===== src/rtl/core/piecewise_linear_colormap_top_macros.svh =====
// Assertion helpers used by the colormap controller
`ifndef PIECEWISE_LINEAR_COLORMAP_TOP_MACROS_SVH
`define PIECEWISE_LINEAR_COLORMAP_TOP_MACROS_SVH

// implication checked on every rising clock edge outside reset
`define PLC_ASSERT_IMP(label, clk, rst_n, ante, cons, msg) \
    label: assert property (@(posedge clk) disable iff (!rst_n) (ante) |-> (cons)) \
        else $error(msg);

// next-cycle implication
`define PLC_ASSERT_NEXT(label, clk, rst_n, ante, cons, msg) \
    label: assert property (@(posedge clk) disable iff (!rst_n) (ante) |=> (cons)) \
        else $error(msg);

`endif


===== src/rtl/core/plc_pkg.sv =====
package plc_pkg;

    localparam int MAX_STOPS_DEF = 16;
    localparam int KEY_W         = 16;
    localparam int COLOR_W       = 8;
    localparam int OPCODE_W      = 2;

    typedef enum logic [OPCODE_W-1:0] {
        OP_INSERT = 2'd0,
        OP_CLEAR  = 2'd1,
        OP_LOOKUP = 2'd2,
        OP_NONE   = 2'd3
    } opcode_t;

    // source of the result register
    typedef enum logic [1:0] {
        RES_ZERO  = 2'd0,
        RES_DROP  = 2'd1,
        RES_COLOR = 2'd2,
        RES_BLEND = 2'd3
    } res_sel_t;

    typedef struct packed {
        logic [OPCODE_W-1:0]      opcode;
        logic signed [KEY_W-1:0]  key;
        logic [COLOR_W-1:0]       red_in;
        logic [COLOR_W-1:0]       green_in;
        logic [COLOR_W-1:0]       blue_in;
    } in_item_t;

    typedef struct packed {
        logic                status;
        logic [COLOR_W-1:0]  red_out;
        logic [COLOR_W-1:0]  green_out;
        logic [COLOR_W-1:0]  blue_out;
    } out_item_t;

    // controller -> datapath
    typedef struct packed {
        logic     load;       // capture input item
        logic     clear;      // empty the table
        logic     ins_start;  // index to top of table
        logic     ins_read;   // read entry below the index
        logic     ins_move;   // move read entry up, step index down
        logic     ins_write;  // write the new stop at the index
        logic     lk_start;   // index to bottom of table
        logic     lk_read;    // read entry at index, step index up
        logic     div_start;
        logic     div_step;
        logic     res_load;
        res_sel_t res_sel;
    } ctrl_cmd_t;

    // datapath -> controller
    typedef struct packed {
        logic empty;
        logic full;
        logic idx_zero;
        logic idx_first;   // last read was entry zero
        logic at_end;      // every entry has been read
        logic rd_lt_q;
        logic rd_gt_q;
        logic div_done;
    } ctrl_sts_t;

endpackage


===== src/rtl/core/plc_ctrl.sv =====
`include "piecewise_linear_colormap_top_macros.svh"

module plc_ctrl
(
    input  logic                          clk,
    input  logic                          rst_n,
    input  logic                          in_valid,
    output logic                          in_stall,
    input  logic [plc_pkg::OPCODE_W-1:0]  opcode,
    output logic                          out_valid,
    input  logic                          out_stall,
    output plc_pkg::ctrl_cmd_t            cmd,
    input  plc_pkg::ctrl_sts_t            sts
);

    typedef enum logic [7:0] {
        ST_IDLE   = 8'b0000_0001,
        ST_IREAD  = 8'b0000_0010,
        ST_ICMP   = 8'b0000_0100,
        ST_IWRITE = 8'b0000_1000,
        ST_LREAD  = 8'b0001_0000,
        ST_LCMP   = 8'b0010_0000,
        ST_DIV    = 8'b0100_0000,
        ST_OUT    = 8'b1000_0000
    } state_t;

    state_t state_reg, state_next;
    plc_pkg::res_sel_t sel_reg, sel_next;
    logic out_valid_reg, out_valid_next;

    logic take;
    logic out_free;
    assign out_free = !out_valid_reg || !out_stall;
    assign in_stall = (state_reg != ST_IDLE);
    assign take = in_valid && !in_stall;
    assign out_valid = out_valid_reg;

    always_comb
    begin
        state_next     = state_reg;
        sel_next       = sel_reg;
        out_valid_next = out_valid_reg && out_stall;
        cmd            = '0;
        case (state_reg)
            ST_IDLE:
            begin
                if (take)
                begin
                    cmd.load   = 1'b1;
                    sel_next   = plc_pkg::RES_ZERO;
                    state_next = ST_OUT;
                    case (opcode)
                        plc_pkg::OP_INSERT:
                        begin
                            if (sts.full)
                                sel_next = plc_pkg::RES_DROP;
                            else
                            begin
                                cmd.ins_start = 1'b1;
                                state_next    = ST_IREAD;
                            end
                        end
                        plc_pkg::OP_CLEAR:
                            cmd.clear = 1'b1;
                        plc_pkg::OP_LOOKUP:
                        begin
                            if (!sts.empty)
                            begin
                                cmd.lk_start = 1'b1;
                                state_next   = ST_LREAD;
                            end
                        end
                        default:
                            sel_next = plc_pkg::RES_ZERO;
                    endcase
                end
            end
            // insert walks down from the top, moving stops not below the key
            ST_IREAD:
            begin
                if (sts.idx_zero)
                    state_next = ST_IWRITE;
                else
                begin
                    cmd.ins_read = 1'b1;
                    state_next   = ST_ICMP;
                end
            end
            ST_ICMP:
            begin
                if (sts.rd_lt_q)
                    state_next = ST_IWRITE;
                else
                begin
                    cmd.ins_move = 1'b1;
                    state_next   = ST_IREAD;
                end
            end
            ST_IWRITE:
            begin
                cmd.ins_write = 1'b1;
                state_next    = ST_OUT;
            end
            // lookup stops at the first key above the query or at the last stop
            ST_LREAD:
            begin
                cmd.lk_read = 1'b1;
                state_next  = ST_LCMP;
            end
            ST_LCMP:
            begin
                if (sts.rd_gt_q)
                begin
                    if (sts.idx_first)
                    begin
                        sel_next   = plc_pkg::RES_COLOR;
                        state_next = ST_OUT;
                    end
                    else
                    begin
                        cmd.div_start = 1'b1;
                        state_next    = ST_DIV;
                    end
                end
                else if (sts.at_end)
                begin
                    sel_next   = plc_pkg::RES_COLOR;
                    state_next = ST_OUT;
                end
                else
                    state_next = ST_LREAD;
            end
            ST_DIV:
            begin
                if (sts.div_done)
                begin
                    sel_next   = plc_pkg::RES_BLEND;
                    state_next = ST_OUT;
                end
                else
                    cmd.div_step = 1'b1;
            end
            ST_OUT:
            begin
                if (out_free)
                begin
                    cmd.res_load   = 1'b1;
                    cmd.res_sel    = sel_reg;
                    out_valid_next = 1'b1;
                    state_next     = ST_IDLE;
                end
            end
            default:
                state_next = ST_IDLE;
        endcase
    end

    always_ff @(posedge clk or negedge rst_n)
    begin
        if (!rst_n)
        begin
            state_reg     <= ST_IDLE;
            sel_reg       <= plc_pkg::RES_ZERO;
            out_valid_reg <= 1'b0;
        end
        else
        begin
            state_reg     <= state_next;
            sel_reg       <= sel_next;
            out_valid_reg <= out_valid_next;
        end
    end

    `PLC_ASSERT_IMP(a_onehot, clk, rst_n, 1'b1, $onehot(state_reg), "state not one-hot")
    `PLC_ASSERT_NEXT(a_take_busy, clk, rst_n, take, state_reg != ST_IDLE, "accept did not start work")
    `PLC_ASSERT_NEXT(a_out_hold, clk, rst_n, out_valid_reg && out_stall, out_valid_reg, "stalled result dropped")
    `PLC_ASSERT_IMP(a_no_load, clk, rst_n, out_valid_reg && out_stall, !cmd.res_load, "result overwritten while stalled")

endmodule


===== src/rtl/core/plc_dp.sv =====
module plc_dp #(
    parameter int MAX_STOPS = plc_pkg::MAX_STOPS_DEF
)
(
    input  logic                 clk,
    input  logic                 rst_n,
    input  plc_pkg::in_item_t    in_item,
    output plc_pkg::out_item_t   out_item,
    input  plc_pkg::ctrl_cmd_t   cmd,
    output plc_pkg::ctrl_sts_t   sts
);

    localparam int IW        = $clog2(MAX_STOPS);
    localparam int CW        = $clog2(MAX_STOPS + 1);
    localparam int KW        = plc_pkg::KEY_W;
    localparam int NW        = KW + 8;                 // 8-bit color times segment width
    localparam int DIV_STEPS = plc_pkg::COLOR_W;
    localparam int DCW       = $clog2(DIV_STEPS + 1);

    logic signed [KW-1:0] keys_mem [MAX_STOPS];
    logic [23:0] colors_mem [MAX_STOPS];

    logic [CW-1:0] count_reg;
    logic [CW-1:0] idx_reg;
    logic signed [KW-1:0] q_reg;
    logic [23:0] new_col_reg;
    logic signed [KW-1:0] rd_key_reg;
    logic [23:0] rd_col_reg;
    logic signed [KW-1:0] prev_key_reg;
    logic [23:0] prev_col_reg;
    plc_pkg::out_item_t res_reg;

    // divider lanes, one per channel
    logic [KW-1:0]  rem_reg [3];
    logic [7:0]     lo_reg [3];
    logic [7:0]     quo_reg [3];
    logic [KW-1:0]  den_reg;
    logic [DCW-1:0] dcnt_reg;

    logic [CW-1:0] idx_dec;
    logic [IW-1:0] wr_addr, rd_addr;
    assign idx_dec = idx_reg - CW'(1);
    assign wr_addr = idx_reg[IW-1:0];
    assign rd_addr = cmd.lk_read ? idx_reg[IW-1:0] : idx_dec[IW-1:0];

    assign sts.empty     = (count_reg == '0);
    assign sts.full      = (count_reg == CW'(MAX_STOPS));
    assign sts.idx_zero  = (idx_reg == '0);
    assign sts.idx_first = (idx_reg == CW'(1));
    assign sts.at_end    = (idx_reg == count_reg);
    assign sts.rd_lt_q   = (rd_key_reg < q_reg);
    assign sts.rd_gt_q   = (rd_key_reg > q_reg);
    assign sts.div_done  = (dcnt_reg == '0);

    always_ff @(posedge clk)
    begin
        if (cmd.ins_move)
        begin
            keys_mem[wr_addr]   <= rd_key_reg;
            colors_mem[wr_addr] <= rd_col_reg;
        end
        else if (cmd.ins_write)
        begin
            keys_mem[wr_addr]   <= q_reg;
            colors_mem[wr_addr] <= new_col_reg;
        end
        if (cmd.ins_read || cmd.lk_read)
        begin
            rd_key_reg <= keys_mem[rd_addr];
            rd_col_reg <= colors_mem[rd_addr];
        end
    end

    always_ff @(posedge clk)
    begin
        if (cmd.load)
        begin
            q_reg       <= in_item.key;
            new_col_reg <= {in_item.red_in, in_item.green_in, in_item.blue_in};
        end
        // lookup keeps the entry below the one just read
        if (cmd.lk_read)
        begin
            prev_key_reg <= rd_key_reg;
            prev_col_reg <= rd_col_reg;
        end
    end

    always_ff @(posedge clk or negedge rst_n)
    begin
        if (!rst_n)
        begin
            count_reg <= '0;
            idx_reg   <= '0;
        end
        else
        begin
            if (cmd.clear)
                count_reg <= '0;
            else if (cmd.ins_write)
                count_reg <= count_reg + CW'(1);
            if (cmd.ins_start)
                idx_reg <= count_reg;
            else if (cmd.lk_start)
                idx_reg <= '0;
            else if (cmd.ins_move)
                idx_reg <= idx_dec;
            else if (cmd.lk_read)
                idx_reg <= idx_reg + CW'(1);
        end
    end

    // segment between prev (below or at query) and rd (above query)
    logic [KW-1:0] width_w, right_w, left_w;
    assign width_w = $unsigned(rd_key_reg) - $unsigned(prev_key_reg);
    assign right_w = $unsigned(q_reg) - $unsigned(prev_key_reg);
    assign left_w  = $unsigned(rd_key_reg) - $unsigned(q_reg);

    logic [NW-1:0] num_w [3];
    always_comb
    begin
        for (int l = 0; l < 3; l++)
            num_w[l] = NW'(prev_col_reg[23-8*l -: 8]) * NW'(left_w)
                     + NW'(rd_col_reg[23-8*l -: 8]) * NW'(right_w);
    end

    // quotient fits 8 bits, so the upper numerator bits start below the divisor
    logic [KW:0] trial_w [3];
    logic        sub_w [3];
    always_comb
    begin
        for (int l = 0; l < 3; l++)
        begin
            trial_w[l] = {rem_reg[l], lo_reg[l][7]};
            sub_w[l]   = (trial_w[l] >= {1'b0, den_reg});
        end
    end

    always_ff @(posedge clk)
    begin
        if (cmd.div_start)
        begin
            den_reg <= width_w;
            for (int l = 0; l < 3; l++)
            begin
                rem_reg[l] <= num_w[l][NW-1:8];
                lo_reg[l]  <= num_w[l][7:0];
            end
        end
        else if (cmd.div_step)
        begin
            for (int l = 0; l < 3; l++)
            begin
                rem_reg[l] <= sub_w[l] ? KW'(trial_w[l] - {1'b0, den_reg}) :
                                         trial_w[l][KW-1:0];
                lo_reg[l]  <= {lo_reg[l][6:0], 1'b0};
                quo_reg[l] <= {quo_reg[l][6:0], sub_w[l]};
            end
        end
    end

    always_ff @(posedge clk or negedge rst_n)
    begin
        if (!rst_n)
            dcnt_reg <= '0;
        else if (cmd.div_start)
            dcnt_reg <= DCW'(DIV_STEPS);
        else if (cmd.div_step)
            dcnt_reg <= dcnt_reg - DCW'(1);
    end

    assign out_item = res_reg;
    always_ff @(posedge clk)
    begin
        if (cmd.res_load)
        begin
            case (cmd.res_sel)
                plc_pkg::RES_DROP:
                    res_reg <= '{status: 1'b1, red_out: '0, green_out: '0, blue_out: '0};
                plc_pkg::RES_COLOR:
                    res_reg <= '{status: 1'b0, red_out: rd_col_reg[23:16],
                                 green_out: rd_col_reg[15:8], blue_out: rd_col_reg[7:0]};
                plc_pkg::RES_BLEND:
                    res_reg <= '{status: 1'b0, red_out: quo_reg[0],
                                 green_out: quo_reg[1], blue_out: quo_reg[2]};
                default:
                    res_reg <= '{status: 1'b0, red_out: '0, green_out: '0, blue_out: '0};
            endcase
        end
    end

endmodule


===== src/rtl/core/piecewise_linear_colormap_top.sv =====
// Piecewise linear color ramp lookup.
// Input channel in_valid/in_stall carries one in_item per transfer:
// opcode insert, clear or lookup, a signed key and a stop color.
// Output channel out_valid/out_stall returns one result per item:
// status (1 = insert dropped, table full) and an RGB color.
// One item is worked at a time; in_stall stays high until the result is
// loaded into the output register. Clear, unused opcode, dropped insert
// and lookup on an empty table go straight to the result. Insert walks
// down from the top of the table, moving up each stop not below the key.
// Lookup scans up for the first stop above the query; below the first
// stop or at or past the last it returns that stop's color, else an
// 8-step divider blends the channels of the two stops around the query.
// A stalled result holds the output register; the next item may run but
// waits for that register before it finishes.
// Reset empties the table and the output channel; stop storage is not
// cleared.
module piecewise_linear_colormap_top #(
    parameter int MAX_STOPS = plc_pkg::MAX_STOPS_DEF
)
(
    input  logic                clk,
    input  logic                rst_n,
    input  logic                in_valid,
    output logic                in_stall,
    input  plc_pkg::in_item_t   in_item,
    output logic                out_valid,
    input  logic                out_stall,
    output plc_pkg::out_item_t  out_item
);

    plc_pkg::ctrl_cmd_t cmd;
    plc_pkg::ctrl_sts_t sts;

    plc_ctrl u_ctrl (
        .clk       (clk),
        .rst_n     (rst_n),
        .in_valid  (in_valid),
        .in_stall  (in_stall),
        .opcode    (in_item.opcode),
        .out_valid (out_valid),
        .out_stall (out_stall),
        .cmd       (cmd),
        .sts       (sts)
    );

    plc_dp #(
        .MAX_STOPS (MAX_STOPS)
    ) u_dp (
        .clk      (clk),
        .rst_n    (rst_n),
        .in_item  (in_item),
        .out_item (out_item),
        .cmd      (cmd),
        .sts      (sts)
    );

endmodule

===== config.mk =====
export PLATFORM = sky130hd
export DESIGN_NAME = piecewise_linear_colormap_top
export DESIGN_NICKNAME = d
export VERILOG_FILES = /design/src/rtl/core/plc_pkg.sv /design/src/rtl/core/plc_ctrl.sv /design/src/rtl/core/plc_dp.sv /design/src/rtl/core/piecewise_linear_colormap_top.sv
export VERILOG_INCLUDE_DIRS = /design/src /design/src/rtl/core
export SDC_FILE = /design/constraint.sdc
export NUM_CORES = 2
export LEC_CHECK = 0
export ABC_AREA = 1
export BUFFER_PORTS_ARGS = -buffer_cell sky130_fd_sc_hd__clkbuf_2
export CAP_MARGIN = 20
export CORE_ASPECT_RATIO = 0.8
export CORE_UTILIZATION = 43
export CTS_BUF_LIST = sky130_fd_sc_hd__clkbuf_8
export DETAILED_ROUTE_END_ITERATION = 8
export PLACE_DENSITY = 0.64
export SLEW_MARGIN = 20
export SYNTH_ARGS = -nofsm -noshare
export SYNTH_HDL_FRONTEND = slang
export SYNTH_SLANG_ARGS = --single-unit

===== constraint.sdc =====
create_clock -name clk -period 7.26 [get_ports clk]
set_input_delay 1.452 -clock clk [delete_from_list [all_inputs] [get_ports clk]]
set_output_delay 1.452 -clock clk [all_outputs]
set_load 0.005 [all_outputs]

# Yosys cells after proc, flatten, opt, wreduce, memory -nomap -nowiden
# Memory sizes are Yosys's and may differ from the RTL's. A register that Yosys moved wholly into a read port is not among the register bits.
# Index checks and enable logic that the tools add are counted.
[classes] mul=6 eq_ne=22 mux=75 n_lt_le_gt_ge=5 n_reduce_logical=17 add_sub_neg=13 bitwise_logic=8
[op_table] cell="8-bit by 16-bit multiplier with 24-bit output" count=6
[op_table] cell="16-bit two-way mux" count=7
[op_table] cell="16-bit subtractor" count=6
[op_table] cell="8-bit two-way mux" count=11
[op_table] cell="25-bit case mux with 3 select lines" count=1
[op_table] cell="24-bit adder" count=3
[op_table] cell="8-bit case mux with 8 select lines" count=1
[op_table] cell="17-bit by 16-bit greater-or-equal comparator with 1-bit output" count=3
[op_table] cell="1-bit two-way mux" count=32
[op_table] cell="5-bit two-way mux" count=6
[op_table] cell="24-bit two-way mux" count=1
[op_table] cell="4-bit two-way mux" count=5
[op_table] cell="16-bit greater-than comparator" count=1
[op_table] cell="16-bit less-than comparator" count=1
[op_table] cell="8-bit case mux with 2 select lines" count=1
[op_table] cell="3-bit two-way mux" count=4
[op_table] cell="5-bit by 1-bit adder with 5-bit output (second input constant)" count=2
[op_table] cell="5-bit zero test" count=2
[op_table] cell="2-bit two-way mux" count=5
[op_table] cell="8-bit by 1-bit equality test with 1-bit output (second input constant)" count=1
[op_table] cell="8-bit by 2-bit equality test with 1-bit output (second input constant)" count=1
[op_table] cell="8-bit by 3-bit equality test with 1-bit output (second input constant)" count=1
[op_table] cell="8-bit by 4-bit equality test with 1-bit output (second input constant)" count=1
[op_table] cell="8-bit by 5-bit equality test with 1-bit output (second input constant)" count=1
[op_table] cell="other kinds (26)" count=43
[totals] out_inout_bits=27 wordCells=166 mem_bits_rw=736 regBits=146 mem_count=5
[mem_list] memory="u_dp.colors_mem" words=16 width=24 rd=1 rd_clocked_by_memory_dff=1 write_ports=1 line="plc_dp.sv:21" text="logic [23:0] colors_mem [MAX_STOPS];"
[mem_list] memory="u_dp.keys_mem" words=16 width=16 rd=1 rd_clocked_by_memory_dff=1 write_ports=1 line="plc_dp.sv:20" text="logic signed [KW-1:0] keys_mem [MAX_STOPS];"
[mem_list] memory="u_dp.rem_reg" words=3 width=16 rd=3 rd_clocked_by_memory_dff=0 write_ports=3 line="plc_dp.sv:34" text="logic [KW-1:0] rem_reg [3];"
[mem_list] memory="u_dp.lo_reg" words=3 width=8 rd=3 rd_clocked_by_memory_dff=0 write_ports=3 line="plc_dp.sv:35" text="logic [7:0] lo_reg [3];"
[mem_list] memory="u_dp.quo_reg" words=3 width=8 rd=3 rd_clocked_by_memory_dff=0 write_ports=3 line="plc_dp.sv:36" text="logic [7:0] quo_reg [3];"

# Longest topological paths before layout
[logic_depth] ltp_word=7 ltp_mapped=37

# Cells and area by module
# A second synthesis with hierarchy kept.
[unflattened] cells_unflattened=7017 area_unflattened_um2=67409.7
[by_module_without_submodules] mod="plc_dp" cells_per_inst=6893 n_inst=1 area_each_um2=66582.6
[by_module_without_submodules] mod="plc_ctrl" cells_per_inst=124 n_inst=1 area_each_um2=827.0

# Least setup slack after synthesis
# No wires, ideal clock.
[synth_timing] kind="reg2reg" startpoint="register u_dp.rd_key_reg[0] (read register of u_dp.keys_mem)" endpoint="memory u_dp.rem_reg[0][25] in the netlist's numbering, data pin" path_stages_with_launch=35 arrival_time_ns=6.723 synth_period_minus_slack_ns=6.982 n_path_buf=1 setup_time_ns=0.259 slack_ns=0.278 cell_sequence="edfxtp_1 -> inv_1 -> ha_1 -> fa_1 -> inv_1 -> nand3_1 -> nand2_1 -> a31oi_1 -> inv_1 -> or2_2 -> nand2_1 -> inv_1 -> clkbuf_1 -> nand2_1 -> fa_1 -> inv_1 -> fa_1 -> inv_1 -> fa_1 -> inv_1 -> fa_1 -> inv_1 -> fa_1 -> fa_1 -> inv_1 -> ha_1 -> a21oi_1 -> nand2_1 -> a21oi_1 -> inv_1 -> a21oi_1 -> o21bai_1 -> or2_2 -> nand3_1 -> nand2_1"
[synth_lines] element="start, declared" line="plc_dp.sv:27" text="logic signed [KW-1:0] rd_key_reg;"
[synth_lines] element="end, declared" line="plc_dp.sv:34"

==> results_tabular.tex <==
\begin{tabular}{lr}
\hline
Metric & Value \\
\hline
\multicolumn{2}{l}{\textbf{Yosys}} \\
Mapped Cells & $\sim$7300 \\
Post-synthesis cell area & approximately 67000 µm² \\
Net count of the mapped netlist & 8319 \\
Portion of the post-synthesis area used by sequential elements & about two fifths \\
Distinct cell type count after synthesis & 49 \\
Yosys warning count & 0 \\
Post-synthesis area per instance & between 9 and 10 µm² \\
Yosys reg bits & 922 \\
\multicolumn{2}{l}{\textbf{CTS}} \\
Insertion delay to the later sink of the worst-skew pair & approximately 950 ps \\
Clock-pin slew on the worst setup and hold paths & 60 ps \\
Clk Tree Root Cell & sky130\_fd\_sc\_hd\_\_clkbuf\_8 \\
Level count of the clock H-tree & 4 \\
Maximum clock path buffer count & 3 \\
Sinks on the clock net & approximately 900 \\
TritonCTS clock tree & built \\
TritonCTS buffer count & 152 \\
\multicolumn{2}{l}{\textbf{STA}} \\
Final worst slack & between 20 and 25 ps \\
Final period demand of the worst path & between 7000 and 8000 ps \\
Hold Worst Slack & around 450 ps \\
Transition time at the pin with the least slew margin & between 1000 and 1500 ps \\
Final Hold Viols & 0 \\
Fmax & between 100 and 150 MHz \\
Count of final setup violators & 0 \\
Tightest slew margin relative to the limit & about 18\% \\
Setup Total Neg Slack & 0 ps \\
Post-Route Skew & between 80 and 90 ps \\
Final count of pins violating max slew & 0 \\
Final period util & between 90\% and 100\% \\
RSZ-0062 raised after global routing & true \\
\multicolumn{2}{l}{\textbf{Global routing}} \\
Grt ovf & 0 \\
Overall routing resource usage & between 20\% and 30\% \\
Pin count of the biggest net entering global routing & approximately 200 \\
Number of antenna violations at the first check in global routing & 7 \\
Via count of the first global-routing pass & roughly 52000 \\
Wire length of the first global-routing pass & roughly 330000 µm \\
\multicolumn{2}{l}{\textbf{Setup path}} \\
Worst Path Buf+Inv & 11 \\
Top delay family on crit path & adder cells \\
Category of the worst setup path capture point & register \\
Crit path launch type & register \\
Delay of the slowest cell on the worst path & roughly 630 ps \\
Worst Path Arrival & between 7000 and 8000 ps \\
Biggest fanout along the worst timing path & 5 \\
Worst-path cell with the longest stage delay & sky130\_fd\_sc\_hd\_\_fa\_1 \\
Most repeated library cell on the critical path & sky130\_fd\_sc\_hd\_\_inv\_2 \\
Critical path class & register to register \\
Worst path required time & between 7000 and 8000 ps \\
\multicolumn{2}{l}{\textbf{Route}} \\
Final wirelength & between 200000 and 250000 µm \\
DRC errors left & 0 \\
Average detailed-routed wire length per instance & roughly 22 µm \\
Vias & between 50000 and 60000 \\
Post-detailed-route via-to-cell ratio & 5.27 \\
Initial drt markers & 5792 \\
Residual antenna-violating net count after detailed routing & 0 \\
Length of the first detailed-routing pass in iterations & 6 \\
\multicolumn{2}{l}{\textbf{Hold path}} \\
Type of the tightest min-delay check & register to register \\
\multicolumn{2}{l}{\textbf{Run}} \\
Max-cap violation count & 0 \\
\multicolumn{2}{l}{\textbf{Final layout}} \\
Nets & roughly 9000 \\
Max reg flops & around 380 \\
Area growth from synthesis to final layout & 16.5\% \\
Fraction of final layout cells sized beyond drive strength 1 & between 10\% and 20\% \\
\multicolumn{2}{l}{\textbf{Placed design}} \\
Post-Place Worst Slack & -550 ps \\
Total of buffers placed on input and output ports & 72 \\
Placer congestion estimate & 1.00 \\
Detailed placer's ending HPWL & roughly 160000 µm \\
\multicolumn{2}{l}{\textbf{Floorplan}} \\
Number of primary I/O pins & 73 \\
Die boundary height & 356 µm \\
Die width & 445 µm \\
Number of core rows & 129 \\
Starting Density & a little over two fifths \\
Core box area & about 160000 µm² \\
Die area & between 150000 and 200000 µm² \\
\multicolumn{2}{l}{\textbf{Run status}} \\
Status & complete, no violations \\
\hline
\end{tabular}
[cells in the mapped netlist (all sizes together)]
library cell,instances,area (µm²)
nand2,1676,6290
inv,1509,5660
edfxtp,897,26900
nand3,688,3440
fa,630,12600
nor2,552,2070
ha,316,3950
o21ai,195,995
a21oi,188,945
clkbuf,162,608
buf,109,533
xor2,59,532
xnor2,57,499
nand4,39,259
o211ai,35,263
or2,32,200
o22ai,27,169
dfrtp,24,601
clkinv,22,82.6
nor3,22,110
a21o,16,120
a21boi,12,90.1
o21bai,12,90.1
a31oi,11,68.8
nor4,11,68.8
nand3b,6,45.0
o21a,5,37.5
o31ai,4,30.0
o2111ai,3,26.3
a211oi,1,7.51
and2,1,6.26
and3,1,6.26
dfstp,1,26.3
nand2b,1,6.26
nor3b,1,7.51
o211a,1,10.0
o41ai,1,8.76
[kinds of logic after synthesis]
logic type | share of synthesized area (%)
xor gates and xnor gates | 1.53
DFF | 40.9
buffers and inverters | 10.2
adders and majority gates | 24.6
AOI/OAI and AO/OA | 4.24
and+or+nand+nor | 18.6
[cells in the final DEF, fill, tap and decap left out, drive strengths merged, types with 3 or more instances in the layout]
cell      instances
edfxtp          897
a21o             16
o21bai           12
or2              32
fa              630
clkinvlp          5
nand3           688
o21a              5
ha              316
nor4             11
o31ai             4
a21oi           188
o21ai           195
nor2            552
xor2             59
nor3             22
nand3b            6
nand2          1676
o22ai            27
a21boi           12
bufinv            5
o2111ai           3
o211ai           35
nand4            39
clkbuf          224
dfrtp            24
buf             533
xnor2            57
inv            1564
a31oi            11
clkinv           71
[through the flow]
step                      util, %  std cells  cell area, µm²
after floorplan                 -       7327           67400
after global placement       47.4       9710           73600
after detailed placement     47.4       9710           73600
after CTS                    49.5       9988           76800
after global routing         50.7      10024           78600
final                        50.7      10024           78600
[layer usage]
layer  vias up  routed length (µm)  track usage [%]
met5         -                 106            0.353
li1      24004                   -                -
met2      2563               91400             40.0
met1     25913               98300             41.2
met3       359               24900             7.71
met4         6                5490             7.58
[layout make-up]
type                       count  area [µm²]
inverter                    1531        5780
antenna                        1        2.50
clock buffer                 152        2090
fill                       14061       76500
timing repair buffer         605        5000
tap                         2096        2620
sequential                   922       27600
multi-input combinational   4603       34700
clock inverter               114         807
[what timing repair did]
action                                  CTS  global route
pin swaps                                13           162
buffers inserted                         12            35
endpoints found under the setup margin   42            47
gates resized for setup                  76           380
hold buffers                              0             0
[path summary, 6_finish.rpt]
kind / from / end / slack (ps) / cells past startpoint
worst max-delay path: u_dp.q_reg[0] / u_dp.rem_reg[0][23] / 20 / 33
worst min-delay path: u_dp.quo_reg[0][9] / u_dp.quo_reg[0][10] / 450 / 0
min in group asynchronous: rst_n / u_dp.count_reg[1] / 560 / 1
worst min register to register: u_dp.quo_reg[0][9] / u_dp.quo_reg[0][10] / 450 / 0
worst max register to register: u_dp.q_reg[0] / u_dp.rem_reg[0][23] / 20 / 33
max in group asynchronous: rst_n / u_dp.dcnt_reg[0] / 6270 / 1
Power is not shown: default switching activity piles up to over one toggle a cycle in this logic, so the estimate is an artifact.
